$ cat src/hdl/ctok_pkg.sv
// Shared types, character codes and keyword tables for the C-minus tokenizer.
// Depends on nothing; imported by c_minus_tokenizer.
package ctok_pkg;

	localparam int MAX_LEXEME_DEF = 32;
	localparam int LINE_BITS_DEF  = 16;
	localparam int NUM_KW         = 6;
	localparam int KW_MAX_LEN     = 6;

	typedef logic [2:0] kind_t;

	localparam kind_t KIND_ID  = 3'd0;
	localparam kind_t KIND_KEY = 3'd1;
	localparam kind_t KIND_NUM = 3'd2;
	localparam kind_t KIND_SYM = 3'd3;
	localparam kind_t KIND_ERR = 3'd4;

	localparam logic OP_BYTE  = 1'b0;
	localparam logic OP_FLUSH = 1'b1;

	localparam logic [7:0] CH_TAB   = 8'h09;
	localparam logic [7:0] CH_NL    = 8'h0A;
	localparam logic [7:0] CH_SP    = 8'h20;
	localparam logic [7:0] CH_BANG  = 8'h21;
	localparam logic [7:0] CH_STAR  = 8'h2A;
	localparam logic [7:0] CH_SLASH = 8'h2F;
	localparam logic [7:0] CH_LT    = 8'h3C;
	localparam logic [7:0] CH_EQ    = 8'h3D;
	localparam logic [7:0] CH_GT    = 8'h3E;

	// if, int, void, else, while, return (zero padded)
	localparam logic [7:0] KW_TEXT [NUM_KW][KW_MAX_LEN] = '{
		'{8'h69, 8'h66, 8'h00, 8'h00, 8'h00, 8'h00},
		'{8'h69, 8'h6E, 8'h74, 8'h00, 8'h00, 8'h00},
		'{8'h76, 8'h6F, 8'h69, 8'h64, 8'h00, 8'h00},
		'{8'h65, 8'h6C, 8'h73, 8'h65, 8'h00, 8'h00},
		'{8'h77, 8'h68, 8'h69, 8'h6C, 8'h65, 8'h00},
		'{8'h72, 8'h65, 8'h74, 8'h75, 8'h72, 8'h6E}
	};
	localparam logic [2:0] KW_LEN [NUM_KW] = '{3'd2, 3'd3, 3'd4, 3'd4, 3'd5, 3'd6};

	// Keyword character at a position; zero beyond the table
	function automatic logic [7:0] kw_char(input logic [2:0] kw, input logic [2:0] pos);
		logic [7:0] c;
		c = '0;
		if (kw < 3'(NUM_KW) && pos < 3'(KW_MAX_LEN)) begin
			c = KW_TEXT[kw][pos];
		end
		return c;
	endfunction

	function automatic logic alpha_char(input logic [7:0] c);
		return c inside {[8'h41:8'h5A], [8'h61:8'h7A]};
	endfunction

	function automatic logic numeral_char(input logic [7:0] c);
		return c inside {[8'h30:8'h39]};
	endfunction

	// + - * ; , ( ) [ ] { }
	function automatic logic is_single_sym(input logic [7:0] c);
		return c inside {8'h2B, 8'h2D, 8'h2A, 8'h3B, 8'h2C, 8'h28, 8'h29,
			8'h5B, 8'h5D, 8'h7B, 8'h7D};
	endfunction

endpackage

$ cat src/hdl/c_minus_tokenizer.sv
// C-minus tokenizer: each byte beat is held in a register and scanned from there; results leave
// through the output register. Bytes that only update state stream at one per cycle. A token
// leaves one character per cycle while out_stall is low; a byte that ends a word first opens
// the drain, then each stored character is sent, and then the byte is rescanned.
// Reset clears scan mode, lengths, flags and the output valid; lines restart at one. The lexeme
// store is not cleared, as only written entries are read.
// Depends on ctok_pkg.
module c_minus_tokenizer import ctok_pkg::*; #(
	parameter int MAX_LEXEME = MAX_LEXEME_DEF,
	parameter int LINE_BITS  = LINE_BITS_DEF
) (
	input  logic        clk,
	input  logic        arst_n,
	input  logic        in_valid,
	output logic        in_stall,
	input  logic        op,
	input  logic [7:0]  glyph_byte,
	output logic        out_valid,
	input  logic        out_stall,
	output kind_t       token_kind,
	output logic [15:0] line_number,
	output logic [7:0]  lexeme_byte,
	output logic        last_of_token,
	output logic        truncated
);

	localparam int ADDR_W = $clog2(MAX_LEXEME);
	localparam int LEN_W  = $clog2(MAX_LEXEME + 1);
	localparam logic [LEN_W-1:0]     LEN_FULL = LEN_W'(MAX_LEXEME);
	localparam logic [LEN_W-1:0]     LEN_ONE  = LEN_W'(1);
	localparam logic [LINE_BITS-1:0] LINE_TOP = '1;
	localparam logic [LINE_BITS-1:0] LINE_ONE = LINE_BITS'(1);

	// scan modes, then drain modes that emit stored or fixed characters
	localparam logic [3:0] M_IDLE    = 4'd0;
	localparam logic [3:0] M_IDENT   = 4'd1;
	localparam logic [3:0] M_NUMBER  = 4'd2;
	localparam logic [3:0] M_SLASH   = 4'd3;
	localparam logic [3:0] M_LT      = 4'd4;
	localparam logic [3:0] M_GT      = 4'd5;
	localparam logic [3:0] M_EQ      = 4'd6;
	localparam logic [3:0] M_BANG    = 4'd7;
	localparam logic [3:0] M_COMMENT = 4'd8;
	localparam logic [3:0] M_CSTAR   = 4'd9;
	localparam logic [3:0] M_WORD    = 4'd10;
	localparam logic [3:0] M_SYM2    = 4'd11;
	localparam logic [3:0] M_CERR2   = 4'd12;

	logic [3:0]           mode_q, mode_d;
	logic                 have_q;
	logic                 op_q;
	logic [7:0]           byte_q;
	logic [7:0]           lexmem [MAX_LEXEME];
	logic [7:0]           rd_data_q;
	logic [ADDR_W-1:0]    rd_addr, wr_addr, idx_q;
	logic [LEN_W-1:0]     len_q;
	logic                 ovf_q;
	logic                 word_num_q;
	logic [NUM_KW-1:0]    kw_q, kw_start, kw_next, len_hit;
	logic [LINE_BITS-1:0] cur_line_q, cmt_line_q, line_sel;
	logic [LINE_BITS+15:0] line_ext;

	logic                 ov_q, last_q, trunc_q;
	kind_t                kind_q;
	logic [15:0]          line_q;
	logic [7:0]           char_q;

	logic       is_flush, can_emit, go, idx_last, is_kw;
	logic       emit_req, e_last, e_trunc, e_cline;
	kind_t      e_kind, word_kind;
	logic [7:0] e_char, pair_char;
	logic       consume, start_word, append, enter_word, drain_adv, bump, set_cline;

	assign is_flush = (op_q == OP_FLUSH);
	assign can_emit = !ov_q || !out_stall;
	assign idx_last = (LEN_W'(LEN_W'(idx_q) + LEN_ONE) == len_q);
	assign pair_char = (mode_q == M_LT) ? CH_LT : ((mode_q == M_GT) ? CH_GT : CH_EQ);

	// keyword tracking: one flag per keyword, narrowed on each append that is stored
	always_comb begin
		for (int i = 0; i < NUM_KW; i++) begin
			kw_start[i] = (byte_q == kw_char(3'(i), 3'd0));
			kw_next[i]  = kw_q[i] && (len_q < LEN_W'(KW_LEN[i]))
				&& (byte_q == kw_char(3'(i), len_q[2:0]));
			len_hit[i]  = (len_q == LEN_W'(KW_LEN[i]));
		end
	end

	assign is_kw = !ovf_q && |(kw_q & len_hit);
	assign word_kind = word_num_q ? KIND_NUM : (is_kw ? KIND_KEY : KIND_ID);

	// one step of the scanner on the held beat
	always_comb begin
		mode_d     = mode_q;
		emit_req   = 1'b0;
		e_kind     = KIND_SYM;
		e_char     = byte_q;
		e_last     = 1'b1;
		e_trunc    = 1'b0;
		e_cline    = 1'b0;
		consume    = 1'b0;
		start_word = 1'b0;
		append     = 1'b0;
		enter_word = 1'b0;
		drain_adv  = 1'b0;
		bump       = 1'b0;
		set_cline  = 1'b0;
		case (mode_q)
			M_IDLE: begin
				consume = 1'b1;
				if (!is_flush) begin
					if (alpha_char(byte_q)) begin
						start_word = 1'b1;
						mode_d     = M_IDENT;
					end else if (numeral_char(byte_q)) begin
						start_word = 1'b1;
						mode_d     = M_NUMBER;
					end else if (is_single_sym(byte_q)) begin
						emit_req = 1'b1;
					end else begin
						case (byte_q)
							CH_SLASH: mode_d = M_SLASH;
							CH_LT:    mode_d = M_LT;
							CH_GT:    mode_d = M_GT;
							CH_EQ:    mode_d = M_EQ;
							CH_BANG:  mode_d = M_BANG;
							CH_NL:    bump   = 1'b1;
							CH_SP, CH_TAB: ;
							default: begin
								emit_req = 1'b1;
								e_kind   = KIND_ERR;
							end
						endcase
					end
				end
			end
			M_IDENT, M_NUMBER: begin
				if (!is_flush && (numeral_char(byte_q)
						|| (mode_q == M_IDENT && alpha_char(byte_q)))) begin
					append  = 1'b1;
					consume = 1'b1;
				end else begin
					// drain the word, then rescan this beat
					enter_word = 1'b1;
					mode_d     = M_WORD;
				end
			end
			M_WORD: begin
				emit_req = 1'b1;
				e_kind   = word_kind;
				e_char   = rd_data_q;
				e_last   = idx_last;
				e_trunc  = ovf_q;
				if (idx_last) begin
					mode_d = M_IDLE;
				end else begin
					drain_adv = 1'b1;
				end
			end
			M_SLASH: begin
				if (!is_flush && byte_q == CH_STAR) begin
					set_cline = 1'b1;
					consume   = 1'b1;
					mode_d    = M_COMMENT;
				end else begin
					emit_req = 1'b1;
					e_char   = CH_SLASH;
					mode_d   = M_IDLE;
				end
			end
			M_LT, M_GT, M_EQ: begin
				emit_req = 1'b1;
				e_char   = pair_char;
				if (!is_flush && byte_q == CH_EQ) begin
					e_last = 1'b0;
					mode_d = M_SYM2;
				end else begin
					mode_d = M_IDLE;
				end
			end
			M_BANG: begin
				emit_req = 1'b1;
				e_char   = CH_BANG;
				if (!is_flush && byte_q == CH_EQ) begin
					e_last = 1'b0;
					mode_d = M_SYM2;
				end else begin
					// lone bang: error, and the beat is rescanned
					e_kind = KIND_ERR;
					mode_d = M_IDLE;
				end
			end
			M_SYM2: begin
				emit_req = 1'b1;
				e_char   = CH_EQ;
				consume  = 1'b1;
				mode_d   = M_IDLE;
			end
			M_COMMENT, M_CSTAR: begin
				if (is_flush) begin
					// unterminated comment
					emit_req = 1'b1;
					e_kind   = KIND_ERR;
					e_char   = CH_SLASH;
					e_last   = 1'b0;
					e_cline  = 1'b1;
					mode_d   = M_CERR2;
				end else begin
					consume = 1'b1;
					if (byte_q == CH_STAR) begin
						mode_d = M_CSTAR;
					end else if (mode_q == M_CSTAR && byte_q == CH_SLASH) begin
						mode_d = M_IDLE;
					end else begin
						bump   = (byte_q == CH_NL);
						mode_d = M_COMMENT;
					end
				end
			end
			M_CERR2: begin
				emit_req = 1'b1;
				e_kind   = KIND_ERR;
				e_char   = CH_STAR;
				e_cline  = 1'b1;
				mode_d   = M_IDLE;
			end
			default: mode_d = M_IDLE;
		endcase
	end

	assign go       = have_q && (!emit_req || can_emit);
	assign in_stall = have_q && !(go && consume);

	assign wr_addr = start_word ? '0 : len_q[ADDR_W-1:0];
	assign rd_addr = (mode_q == M_WORD) ? ((go && drain_adv) ? ADDR_W'(idx_q + 1'b1) : idx_q)
		: '0;

	// lexeme store: one write port, one registered read port
	always_ff @(posedge clk) begin
		if (go && (start_word || (append && len_q != LEN_FULL))) begin
			lexmem[wr_addr] <= byte_q;
		end
		rd_data_q <= lexmem[rd_addr];
	end

	// control state
	always_ff @(posedge clk or negedge arst_n) begin
		if (!arst_n) begin
			mode_q     <= M_IDLE;
			have_q     <= 1'b0;
			len_q      <= '0;
			ovf_q      <= 1'b0;
			cur_line_q <= LINE_ONE;
			cmt_line_q <= LINE_ONE;
			ov_q       <= 1'b0;
		end else begin
			if (in_valid && !in_stall) begin
				have_q <= 1'b1;
			end else if (go && consume) begin
				have_q <= 1'b0;
			end
			if (go) begin
				mode_q <= mode_d;
			end
			if (go && start_word) begin
				len_q <= LEN_ONE;
				ovf_q <= 1'b0;
			end else if (go && append) begin
				if (len_q != LEN_FULL) begin
					len_q <= len_q + LEN_ONE;
				end else begin
					ovf_q <= 1'b1;
				end
			end
			if (go && bump && cur_line_q != LINE_TOP) begin
				cur_line_q <= cur_line_q + LINE_ONE;
			end
			if (go && set_cline) begin
				cmt_line_q <= cur_line_q;
			end
			if (go && emit_req) begin
				ov_q <= 1'b1;
			end else if (!out_stall) begin
				ov_q <= 1'b0;
			end
		end
	end

	assign line_sel = e_cline ? cmt_line_q : cur_line_q;
	assign line_ext = {16'b0, line_sel};

	// held beat, word bookkeeping and result register
	always_ff @(posedge clk) begin
		if (in_valid && !in_stall) begin
			op_q   <= op;
			byte_q <= glyph_byte;
		end
		if (go && start_word) begin
			kw_q       <= kw_start;
			word_num_q <= numeral_char(byte_q);
		end else if (go && append && len_q != LEN_FULL) begin
			kw_q <= kw_next;
		end
		if (go && enter_word) begin
			idx_q <= '0;
		end else if (go && drain_adv) begin
			idx_q <= ADDR_W'(idx_q + 1'b1);
		end
		if (go && emit_req) begin
			kind_q  <= e_kind;
			line_q  <= line_ext[15:0];
			char_q  <= e_char;
			last_q  <= e_last;
			trunc_q <= e_trunc;
		end
	end

	assign out_valid     = ov_q;
	assign token_kind    = kind_q;
	assign line_number   = line_q;
	assign lexeme_byte   = char_q;
	assign last_of_token = last_q;
	assign truncated     = trunc_q;

	// drain modes always hold the beat that caused them
	a_drain_holds_beat: assert property (@(posedge clk) disable iff (!arst_n)
		(mode_q == M_WORD || mode_q == M_SYM2 || mode_q == M_CERR2) |-> have_q)
		else $error("drain mode without a held beat");

	a_drain_in_range: assert property (@(posedge clk) disable iff (!arst_n)
		(mode_q == M_WORD) |-> (LEN_W'(idx_q) < len_q))
		else $error("drain index beyond lexeme length");

	a_ovf_full: assert property (@(posedge clk) disable iff (!arst_n)
		ovf_q |-> (len_q == LEN_FULL))
		else $error("overflow flagged with store not full");

	a_word_nonempty: assert property (@(posedge clk) disable iff (!arst_n)
		(mode_q == M_IDENT || mode_q == M_NUMBER) |-> (len_q != '0))
		else $error("word mode with empty lexeme");

	a_emit_shows: assert property (@(posedge clk) disable iff (!arst_n)
		(go && emit_req) |=> out_valid)
		else $error("emitted character not presented");

endmodule

$ cat config.mk
export PLATFORM = sky130hd
export DESIGN_NAME = c_minus_tokenizer
export DESIGN_NICKNAME = d
export VERILOG_FILES = /design/src/hdl/ctok_pkg.sv /design/src/hdl/c_minus_tokenizer.sv
export SDC_FILE = /design/constraint.sdc
export NUM_CORES = 1
export LEC_CHECK = 0
export BUFFER_PORTS_ARGS = -buffer_cell sky130_fd_sc_hd__buf_2
export CAP_MARGIN = 20
export CORE_UTILIZATION = 61
export CTS_CLUSTER_SIZE = 10
export DETAILED_ROUTE_END_ITERATION = 7
export PLACE_DENSITY = 0.85
export REMOVE_ABC_BUFFERS = 1
export SETUP_SLACK_MARGIN = 0.1
export SLEW_MARGIN = 10
export SYNTH_ARGS = -nofsm -noshare
export SYNTH_HDL_FRONTEND = slang
export SYNTH_SLANG_ARGS = --single-unit
$ cat constraint.sdc
create_clock -name clk -period 5.56 [get_ports clk]
set_clock_uncertainty 0.2 [all_clocks]
set_input_delay 0.556 -clock clk [delete_from_list [all_inputs] [get_ports clk]]
set_output_delay 0.556 -clock clk [all_outputs]
set_load 0.1 [all_outputs]
==> impl.org <==
** Placement
- Global placer's final weighted congestion :: 0.966
- Port buffer count :: 43
- Post-detail-place hpwl :: 29500 microns
- Post-Place Cells :: about 1.7k
- Pre-CTS setup slack :: 0.564 ns
- Cell area after placement :: 0.0175 sq mm

** Logic synthesis
- Yosys attributes the largest share of cell area to sky130_fd_sc_hd__edfxtp_1, sky130_fd_sc_hd__dfrtp_1, sky130_fd_sc_hd__nand3_1, sky130_fd_sc_hd__nor2_1, sky130_fd_sc_hd__mux2_2.
- Synthesized flop and latch total :: 359
- Synth top cells by count :: sky130_fd_sc_hd__edfxtp_1, sky130_fd_sc_hd__nand3_1, sky130_fd_sc_hd__nor2_1
- Sequential area share after synthesis :: 0.618
- In this run, synthesis inferred 301 flip-flops with an integrated enable.
- Top-area cell type share of the netlist area :: 0.535
- Primary FF master, synth :: sky130_fd_sc_hd__edfxtp_1
- Ys Warns :: 0
- sky130_fd_sc_hd__edfxtp_1 is the most common cell in the netlist.
- For this run, asynchronously set or reset flops after synthesis account for 0.125.
- The synthesized design spends more area on one cell type than any other, namely sky130_fd_sc_hd__edfxtp_1.
- Library cells used by synthesis :: 90
- Synthesis produced a netlist whose cell count is ~1.4k.
- The mapped netlist covers 0.0169 sq mm.
- Syn avg cell area :: 11.9 sq um

** Final layout
- Area growth, synth to finish :: 11.4%
- Measured on the finished design, the core utilization comes to 0.696.
- Diodes inserted :: 0
- Summing all non-filler instances in the final layout gives an area of 0.0188 sq mm.
- Of the cells placed in the final design, the portion with a size suffix greater than 1 is 0.150.
- After the last flow step, the layout net total stands at roughly 1.5k.
- After the flow finishes, the layout carries non-filler instances totaling 1823.

** Clocking
- Sinks on the clock net :: 359
- Once the clock tree was built, the setup fixing pass inserted 0 buffers.
- Clock tree from TritonCTS :: built
- Hold buffer count at CTS :: 1
- After clock tree synthesis, the clock-pin slew on the worst setup and hold paths is 0.06 ns.
- The longest clock path from root to sink contains 3 buffers.
- For the worst-skew pair, the clock arrives at the later sink with an insertion delay of 0.53 ns.
- The H-tree generated during clock tree synthesis spans 2 levels.
- Number of buffers created by CTS :: 42
- CTS resizes :: 0
- The tree is rooted in a sky130_fd_sc_hd__clkbuf_16.

** Timing
- Slew of the pin with the lowest slew margin :: 1.05 ns
- Setup repair after global routing missed its margin :: no
- Total negative setup slack :: 0 ns
- Min Hold Slack :: 0.00710 ns
- The max-slew violation count is 0.
- Headroom to the max-slew limit came out at 0.295.
- Total setup violations reported at the end of the flow :: 0
- In the post-route analysis, the smallest setup slack over all paths is approximately 0.6 ns.
- The worst path needs 4.97 ns of the cycle, external delays included.
- Timing-limited maximum frequency :: between 0.2 and 0.25 GHz
- Fin crit share :: 0.895
- The number of hold violations in the final report was 0.

** Global route
- Residual overflow from global routing :: 0
- Global-route wire length before repair :: 70700 microns
- The number of global-route vias before repair is 12.3k.
- The number of antenna violations at the first check in global routing is 0.
- Pin count of the biggest net entering global routing :: 73
- Global routing usage summed across all routing layers :: 0.331

** Detailed routing
- The routed design has ~46000 microns of wire.
- Drt initial violations :: 1766
- The detailed router placed 12.6k vias in this run.
- Vias/cell :: 6.91
- Average wire per cell in the routed design :: 25.4 microns
- The detail route stage leaves a number of antenna-violating nets equal to 0.
- 1st-pass router iterations :: 8
- For this run, design rule violations remaining after detail routing come to 0.

** Die
- Top-level I/O count :: 44
- Die outline height :: 168 microns
- Measured along the x axis, the die boundary spans 168 microns.
- Std-Cell Rows :: 60
- In this run the standard cell core region covers 0.0270 sq mm.
- For this configuration, the core starts out at a cell density of 0.625.
- Area of the die :: 0.0283 sq mm

** Critical path
- The worst setup path is captured at a register.
- Cell depth of the worst flop-to-flop path :: 11
- The worst setup path is launched from a register.
- The critical path is of the register to register type.
- Data arrival time of the critical path :: 5.18 ns
- For the worst setup path, the data required time is approximately 5.8 ns.
- In this run the worst path has a maximum fanout of 29.
- The worst register-to-register path has a setup slack of 0.59 ns.

** Pwr
- Summed over all nets, the switching power comes to 4.16 mW.
- Maximum resistive drop on vdd :: 0.000621 V
- Internal :: between 5 and 6 mW
- Power share of the clock group :: 0.246
- Of the total power, registers draw 0.357.
- The completed layout was analyzed and its total power is 9.90 mW.
- Switching share of power :: 0.420
- Power per unit of standard cell area :: between 500 and 600 mW/mm^2
- The share of total power dissipated in combinational logic is 0.396.
- Static Leak :: about 6.6 nW

** Run
- Max-cap violations in this run came to 0.

** Status
- Outcome :: finished clean

** Hold path
- Min-Delay Path Depth :: 1
- The tightest min-delay check is of the input port to register type.
[layout make-up]
type | count | area (sq um)
inverters | 20 | 75.1
well taps | 341 | 427
flip-flops and latches | 359 | 10400
clock inverters | 6 | 47.5
repair buffers | 108 | 776
fillers | 1773 | 8210
multi-input cells | 922 | 5920
clock buffers | 67 | 1140
[per-layer routing]
layer  vias to the layer above  global-route usage  wire length (microns)
li1                       5524                   -                      -
met1                      6047               0.438                  17100
met2                       873               0.515                  21500
met3                       149              0.0839                   5590
met4                         0               0.156                   2100
met5                         -                   0                      0
[logic make-up after synthesis]
logic type | after synthesis | share of synthesized area
DFF | 359 | 0.618
buffers and inverters | 134 | 0.0337
xor gates and xnor gates | 39 | 0.0202
muxes | 51 | 0.0330
adders and majority gates | 9 | 0.00667
AOI/OAI and AO/OA | 272 | 0.122
and+or+nand+nor | 551 | 0.167
[path summary, 6_finish.rpt]
check | end | startpoint
min in group asynchronous | cur_line_q[4] | arst_n
min reg2reg | cmt_line_q[9] | cmt_line_q[9]
max reg2reg | rd_data_q[2] | mode_q[2]
min | byte_q[7] | glyph_byte[7]
max in group asynchronous | cmt_line_q[0] | arst_n
max | rd_data_q[2] | mode_q[2]
[registers in the layout (all words and copies together) (netlist names)]
register and count:
mode_q 4, cmt_line_q 16, have_q 1, word_num_q 1, kw_q 6, rd_data_q 8
byte_q 8, lexmem 256, token_kind 3, line_number 16, out_valid 1, idx_q 5
ovf_q 1, len_q 6, last_of_token 1, is_flush 1, cur_line_q 16, lexeme_byte 8
truncated 1
[layout by cell type, fill, tap and decap left out, types with 10 or more instances in the layout]
master and instances:
sky130_fd_sc_hd__clkbuf_16 42, sky130_fd_sc_hd__nor2_1 114, sky130_fd_sc_hd__and3_1 11, sky130_fd_sc_hd__a21oi_1 38, sky130_fd_sc_hd__buf_2 43, sky130_fd_sc_hd__nand4_1 22, sky130_fd_sc_hd__inv_1 18, sky130_fd_sc_hd__o31ai_1 52
sky130_fd_sc_hd__nand2b_1 14, sky130_fd_sc_hd__clkbuf_1 25, sky130_fd_sc_hd__dfrtp_1 43, sky130_fd_sc_hd__dfxtp_1 13, sky130_fd_sc_hd__nand3_1 132, sky130_fd_sc_hd__nand2_1 82, sky130_fd_sc_hd__o211ai_1 28, sky130_fd_sc_hd__mux2_2 37
sky130_fd_sc_hd__buf_4 55, sky130_fd_sc_hd__mux2i_1 14, sky130_fd_sc_hd__or3_1 35, sky130_fd_sc_hd__nor3_1 62, sky130_fd_sc_hd__nor4_1 18, sky130_fd_sc_hd__xor2_1 10, sky130_fd_sc_hd__o21ai_0 37, sky130_fd_sc_hd__xnor2_1 29
sky130_fd_sc_hd__o2111ai_1 17, sky130_fd_sc_hd__edfxtp_1 301
[worst max-delay path: stages, from the launching register on]
cell and delay, ns:
sky130_fd_sc_hd__dfrtp_1 0.77, sky130_fd_sc_hd__nor2_1 0.24, sky130_fd_sc_hd__a2bb2oi_1 0.36, sky130_fd_sc_hd__nand3b_1 0.38, sky130_fd_sc_hd__o221a_4 0.50, sky130_fd_sc_hd__a21oi_2 0.23
sky130_fd_sc_hd__buf_4 0.26, sky130_fd_sc_hd__or2_2 0.66, sky130_fd_sc_hd__a211oi_1 0.18, sky130_fd_sc_hd__o211ai_1 0.50, sky130_fd_sc_hd__nand4_1 0.29, sky130_fd_sc_hd__nand4b_1 0.24
[power by group through the flow]
stage	clock network, mW	registers [mW]	logic (mW)
4_1_cts	2.44	3.53	3.82
2_1_floorplan	0	4.54	1.68
6_report	2.44	3.54	3.93
5_1_grt	2.55	3.56	4.11
3_3_place_gp	0	3.58	3.73
3_5_place_dp	0	3.58	3.79
No activity file was read; power rests on OpenSTA's default activity.
